--- config.mk ---
export PLATFORM = sky130hd
export DESIGN_NAME = ddo_ctrl
export DESIGN_NICKNAME = d
export VERILOG_FILES = /design/src/ddo_pkg.sv /design/src/ddo_ctrl.sv
export SDC_FILE = /design/constraint.sdc
export NUM_CORES = 1
export LEC_CHECK = 0
export BUFFER_PORTS_ARGS = -buffer_cell sky130_fd_sc_hd__buf_4
export CORE_UTILIZATION = 30
export DETAILED_ROUTE_END_ITERATION = 8
export GPL_TIMING_DRIVEN = 0
export PLACE_DENSITY_LB_ADDON = 0.3
export SETUP_SLACK_MARGIN = 0.3
export SLEW_MARGIN = 20
export SYNTH_ARGS = -nofsm -noshare
export SYNTH_HDL_FRONTEND = slang
export SYNTH_SLANG_ARGS = --single-unit
--- constraint.sdc ---
create_clock -name clk -period 3.2 [get_ports clk]
set_input_delay 0 -clock clk [delete_from_list [all_inputs] [get_ports clk]]
set_output_delay 0 -clock clk [all_outputs]
set_load 0.03 [all_outputs]
--- src/ddo_pkg.sv ---
`default_nettype none
package ddo_pkg;

	localparam int CordicStepsDef = 16;
	localparam int PosWidthDef    = 40;

	// CORDIC datapath width: Q2.30 plus headroom
	localparam int CW = 34;

	localparam logic [31:0] YAW_GAIN_RST = 32'd2734261102;
	localparam logic [CW-1:0] CORDIC_K0  = CW'(652032874);

	// configuration register indexes
	localparam int CFG_IDX_W = 2;
	localparam logic [CFG_IDX_W-1:0] REG_YAW_GAIN    = 2'd0;
	localparam logic [CFG_IDX_W-1:0] REG_OFFSET_LEN  = 2'd1;
	localparam logic [CFG_IDX_W-1:0] REG_OFFSET_ANG  = 2'd2;

	typedef struct packed {
		logic signed [31:0] left_wheel_pos;
		logic signed [31:0] right_wheel_pos;
	} in_item_t;

	typedef struct packed {
		logic signed [39:0] pose_x;
		logic signed [39:0] pose_y;
		logic [31:0]        heading;
		logic signed [39:0] sensor_x;
		logic signed [39:0] sensor_y;
	} out_item_t;

	// controller to datapath
	typedef struct packed {
		logic load_in;
		logic yaw_step;
		logic rot_init;
		logic rot_iter;
		logic phase_sens;
		logic sel_sin;
		logic mul_en;
		logic add_en;
		logic out_load;
	} dp_cmd_t;

	// datapath to controller
	typedef struct packed {
		logic primed;
		logic rot_last;
	} dp_sts_t;

	// arctangent of 2^-i, 2^32 per turn
	function automatic logic [31:0] atan_ent(input logic [4:0] i);
		logic [31:0] v;
		unique case (i)
			5'd0:  v = 32'h20000000;
			5'd1:  v = 32'h12E4051E;
			5'd2:  v = 32'h09FB385B;
			5'd3:  v = 32'h051111D4;
			5'd4:  v = 32'h028B0D43;
			5'd5:  v = 32'h0145D7E1;
			5'd6:  v = 32'h00A2F61E;
			5'd7:  v = 32'h00517C55;
			5'd8:  v = 32'h0028BE53;
			5'd9:  v = 32'h00145F2F;
			5'd10: v = 32'h000A2F98;
			5'd11: v = 32'h000517CC;
			5'd12: v = 32'h00028BE6;
			5'd13: v = 32'h000145F3;
			5'd14: v = 32'h0000A2FA;
			5'd15: v = 32'h0000517D;
			5'd16: v = 32'h000028BE;
			5'd17: v = 32'h0000145F;
			5'd18: v = 32'h00000A30;
			5'd19: v = 32'h00000518;
			5'd20: v = 32'h0000028C;
			5'd21: v = 32'h00000146;
			5'd22: v = 32'h000000A3;
			5'd23: v = 32'h00000051;
			5'd24: v = 32'h00000029;
			5'd25: v = 32'h00000014;
			5'd26: v = 32'h0000000A;
			5'd27: v = 32'h00000005;
			5'd28: v = 32'h00000003;
			5'd29: v = 32'h00000001;
			default: v = 32'h00000000;
		endcase
		return v;
	endfunction

endpackage
`default_nettype wire

--- src/ddo_ctrl.sv ---
`default_nettype none
module ddo_ctrl (
	input  wire logic              clk,
	input  wire logic              arst_n,
	input  wire logic              in_valid,
	output logic                   in_ready,
	output logic                   out_valid,
	input  wire logic              out_ready,
	input  wire ddo_pkg::dp_sts_t  sts,
	output ddo_pkg::dp_cmd_t       cmd
);
	import ddo_pkg::*;

	typedef enum logic [3:0] {
		S_IDLE, S_YAW, S_ROT_INIT, S_ROT_ITER,
		S_MUL_C, S_ADD_C, S_MUL_S, S_ADD_S, S_OUT
	} state_t;

	state_t state_q;
	logic   sens_q;     // second rotation pass: sensor pose
	logic   out_valid_q;

	assign in_ready  = (state_q == S_IDLE);
	assign out_valid = out_valid_q;

	// command decode
	always_comb begin
		cmd = '0;
		cmd.phase_sens = sens_q;
		unique case (state_q)
			S_IDLE:     cmd.load_in  = in_valid;
			S_YAW:      cmd.yaw_step = 1'b1;
			S_ROT_INIT: cmd.rot_init = 1'b1;
			S_ROT_ITER: cmd.rot_iter = 1'b1;
			S_MUL_C:    cmd.mul_en   = 1'b1;
			S_ADD_C:    cmd.add_en   = 1'b1;
			S_MUL_S: begin
				cmd.mul_en  = 1'b1;
				cmd.sel_sin = 1'b1;
			end
			S_ADD_S: begin
				cmd.add_en  = 1'b1;
				cmd.sel_sin = 1'b1;
			end
			S_OUT:      cmd.out_load = !out_valid_q || out_ready;
			default:    cmd = '0;
		endcase
	end

	// sequencer
	always_ff @(posedge clk or negedge arst_n) begin
		if (!arst_n) begin
			state_q     <= S_IDLE;
			sens_q      <= 1'b0;
			out_valid_q <= 1'b0;
		end else begin
			if (cmd.out_load)
				out_valid_q <= 1'b1;
			else if (out_ready)
				out_valid_q <= 1'b0;

			unique case (state_q)
				S_IDLE: if (in_valid) begin
					sens_q  <= !sts.primed;
					state_q <= sts.primed ? S_YAW : S_ROT_INIT;
				end
				S_YAW:      state_q <= S_ROT_INIT;
				S_ROT_INIT: state_q <= S_ROT_ITER;
				S_ROT_ITER: if (sts.rot_last) state_q <= S_MUL_C;
				S_MUL_C:    state_q <= S_ADD_C;
				S_ADD_C:    state_q <= S_MUL_S;
				S_MUL_S:    state_q <= S_ADD_S;
				S_ADD_S: begin
					if (sens_q) begin
						state_q <= S_OUT;
					end else begin
						sens_q  <= 1'b1;
						state_q <= S_ROT_INIT;
					end
				end
				S_OUT:      if (cmd.out_load) state_q <= S_IDLE;
				default:    state_q <= S_IDLE;
			endcase
		end
	end

endmodule
`default_nettype wire

==> results.json <==
{
  "crit_path_end_kind": "output pin",
  "cts-root-buf": "clkbuf_4",
  "p_int_uw": 311.5,
  "synth_compound_area_frac": 0.1348,
  "path_clk_slew_ps": 50,
  "synth.avg_cell_area_um2": 9.071,
  "nets": 72,
  "grt_max_degree": 11,
  "portBuffers": 16,
  "path_buf_inv": 2,
  "rsz0062_at_grt": "no",
  "synthAdderAreaFrac": 0,
  "worstMarginPinSlew_ps": 376.9,
  "drv_cap": 0,
  "synth_edf_count": 0,
  "post_cts_buffers": 0,
  "ys_types": 27,
  "regArea_um2": 150.1,
  "grt_usage": 0.1727,
  "overflow": 0,
  "ios": 17,
  "syn_area_um2": 399.1,
  "yosysTopAreaCellShare": 0.3762,
  "synth_top_area_cell": "dfrtp_1",
  "clkLatencyLatePin_ps": 260,
  "globalplace.congestion": 0.7791,
  "drt_pre_antenna_iters": 4,
  "syn2layout_area_growth_pct": 42.63,
  "synthXorXnorAreaFrac": 0,
  "cts_sinks": 6,
  "slew_viol_final": 0,
  "cpMaxStageDelayCell": "dfrtp_1",
  "vias": 401,
  "grt_pass1_wl_um": 1531,
  "critical_path_class": "flop to output pin",
  "synthTopCellsByArea": "dfrtp_1 (38%), nor3_1 (6.3%), and2_1 (4.7%), nor4b_1 (4.4%), o41ai_1 (4.4%)",
  "hold_path.class": "input port to flop",
  "drc_errors": 0,
  "slew_headroom": 0.7487,
  "fin_total_pwr_uw": 612.0,
  "cts.path.max_buffers": 2,
  "drt-total-wl_um": 1049,
  "synthMuxAreaShare": 0,
  "antenna_found_initial": 0,
  "synth_top_family_by_area": "simple AND/OR/NAND/NOR gates",
  "synth.top_cells.by_count": "dfrtp_1 (6), nor3_1 (5), a21oi_1 (3), and2_1 (3), nand2_1 (3)",
  "status": "completed",
  "pwr-share-comb": 0.662,
  "start_util": 0.3408,
  "initialDrtViolationCount": 7,
  "rows": 12,
  "cts-htree-levels": 1,
  "num-fill-cells": 121,
  "synth_ff_type": "dfrtp_1",
  "synth.net_count": 50,
  "multi_input_area_um2": 217.7,
  "peakVddDrop_v": 0.0003985,
  "synth.most_common_cell": "dfrtp_1",
  "tritoncts": "yes",
  "max_stage_delay_ps": 410,
  "die_h_um": 38.48,
  "yosys_warnings": 0,
  "numCtsBuffers": 3,
  "drive_gt1_frac": 0.3906,
  "fin_crit_sh": 0.4806,
  "power_leakage_nw": 0.2662,
  "worstPathCellList": "buf_2 > or3_1 > a21oi_1 > buf_4",
  "pwr-share-clk": 0.120,
  "period_minus_slack_ps": 1538,
  "power_switching_uw": 300.5,
  "grt_pass1_vias": 333,
  "fmax_mhz": 650.2,
  "core-area_um2": 1171,
  "worstPathRequired_ps": 3200,
  "p_sw_frac": 0.4910,
  "die_x_um": 38.48,
  "antennaDiodeCount": 0,
  "power_density_nw_per_um2": 1075,
  "ys_ff_latch": 6,
  "clock_skew_ps": 9.912,
  "crit_path_start_kind": "flop",
  "seqPwrFrac": 0.218,
  "postRouteAntennaNets": 0,
  "hold_viol": 0,
  "dieArea_um2": 1480,
  "syn_inst": 44,
  "wl_per_cell_um": 13.45,
  "cp_top_family": "flip-flops",
  "hpwl_um": 778.1,
  "synthSimpleGateAreaFrac": 0.4107,
  "path_max_fanout": 10,
  "vias_per_cell": 5.141,
  "setup_viol_count_final": 0,
  "yosysSeqAreaShare": 0.3762,
  "finalSetupTns_ps": 0,
  "ys_async_sr_fraction": 1.000,
  "crit_arrival_ps": 1540
}
-- cell families (layout without fill, tap and decap cells) --
group	Yosys count	after routing
and+or+nand+nor	25	25
AOI/OAI and AO/OA	8	8
DFF	6	6
buffers and inverters	5	25
-- worst register-to-register path: stages (launching register included) --
cell and delay [ps]:
dfrtp_1 420, clkbuf_1 230, nor3_1 220, nor3_1 60, o41ai_1 250
-- flip-flops by register name, summed over array words and instances, names as in the netlist --
name	count
sens_q	1
state_q	4
out_valid	1
-- area by class of cell --
type	instances	area share
timing repair buffer	17	0.2286
clock buffer	3	0.03956
sequential	6	0.2637
tap	14	0.03077
buffer	4	0.04835
multi-input combinational	33	0.3824
inverter	1	0.006593
-- cell usage in the layout, fill, tap and decap left out, drive strengths merged --
master       netlist  routed
buf                3      19
nand3b             1       1
nand4b             1       1
o31ai              1       1
dfrtp              6       6
nand3              1       1
nand2b             1       1
nor2b              1       1
inv                1       1
and2               3       3
o41ai              2       2
and2b              1       1
or3                1       1
nor4b              2       2
clkbuf             1       4
o22ai              1       1
nor4               1       1
o211ai             1       1
nor3               5       5
a21oi              3       3
or4                2       2
dlygate4sd3        0       1
and3               1       1
nand2              4       4
-- metrics by stage --
stage | hold slack, ps | utilization | instance area, um2 | std cells | setup WS (ps)
after detailed placement | -187.2 | 0.4583 | 536.8 | 74 | 1886
after global routing | 61.04 | 0.4861 | 569.3 | 78 | 1611
final | 37.05 | 0.4861 | 569.3 | 78 | 1662
after floorplan | -295.6 | - | 399.1 | 44 | 1402
after global placement | -191.3 | 0.4583 | 536.8 | 74 | 1890
after CTS | 42.37 | 0.4861 | 569.3 | 78 | 1663
-- power by group through the flow --
stage          logic, mW  clock network, mW  registers (mW)
2_1_floorplan      0.286                  0           0.129
3_3_place_gp       0.402                  0           0.132
3_5_place_dp       0.407                  0           0.135
4_1_cts            0.409             0.0753           0.134
5_1_grt            0.435             0.0786           0.138
6_report           0.405             0.0733           0.134
-- repair_timing --
item                      CTS  global route
hold endpoints to repair    6             0
resized for setup           0             0
hold buffers                1             0
-- worst paths after layout --
check / from / cells past startpoint / to / slack, ps
min in group asynchronous: arst_n / 2 / out_valid / 100
min reg2reg: out_valid / 2 / out_valid / 520
max reg2reg: state_q[3] / 4 / state_q[1] / 1890
min: in_valid / 3 / sens_q / 40
max: state_q[0] / 4 / cmd[4] / 1660
max in group asynchronous: arst_n / 2 / state_q[2] / 2970
-- routing by layer --
| layer | global-route usage | vias to the layer above | part of all wire |
|---|---|---|---|
| met1 | 0.1619 | 176 | 0.41 |
| met3 | 0.06977 | 4 | 0.062 |
| met4 | 0.1552 | 0 | 0.033 |
| met5 | 0 | - | 0 |
| met2 | 0.2839 | 15 | 0.49 |
| li1 | - | 206 | - |
(Power assumes the default switching activity.)
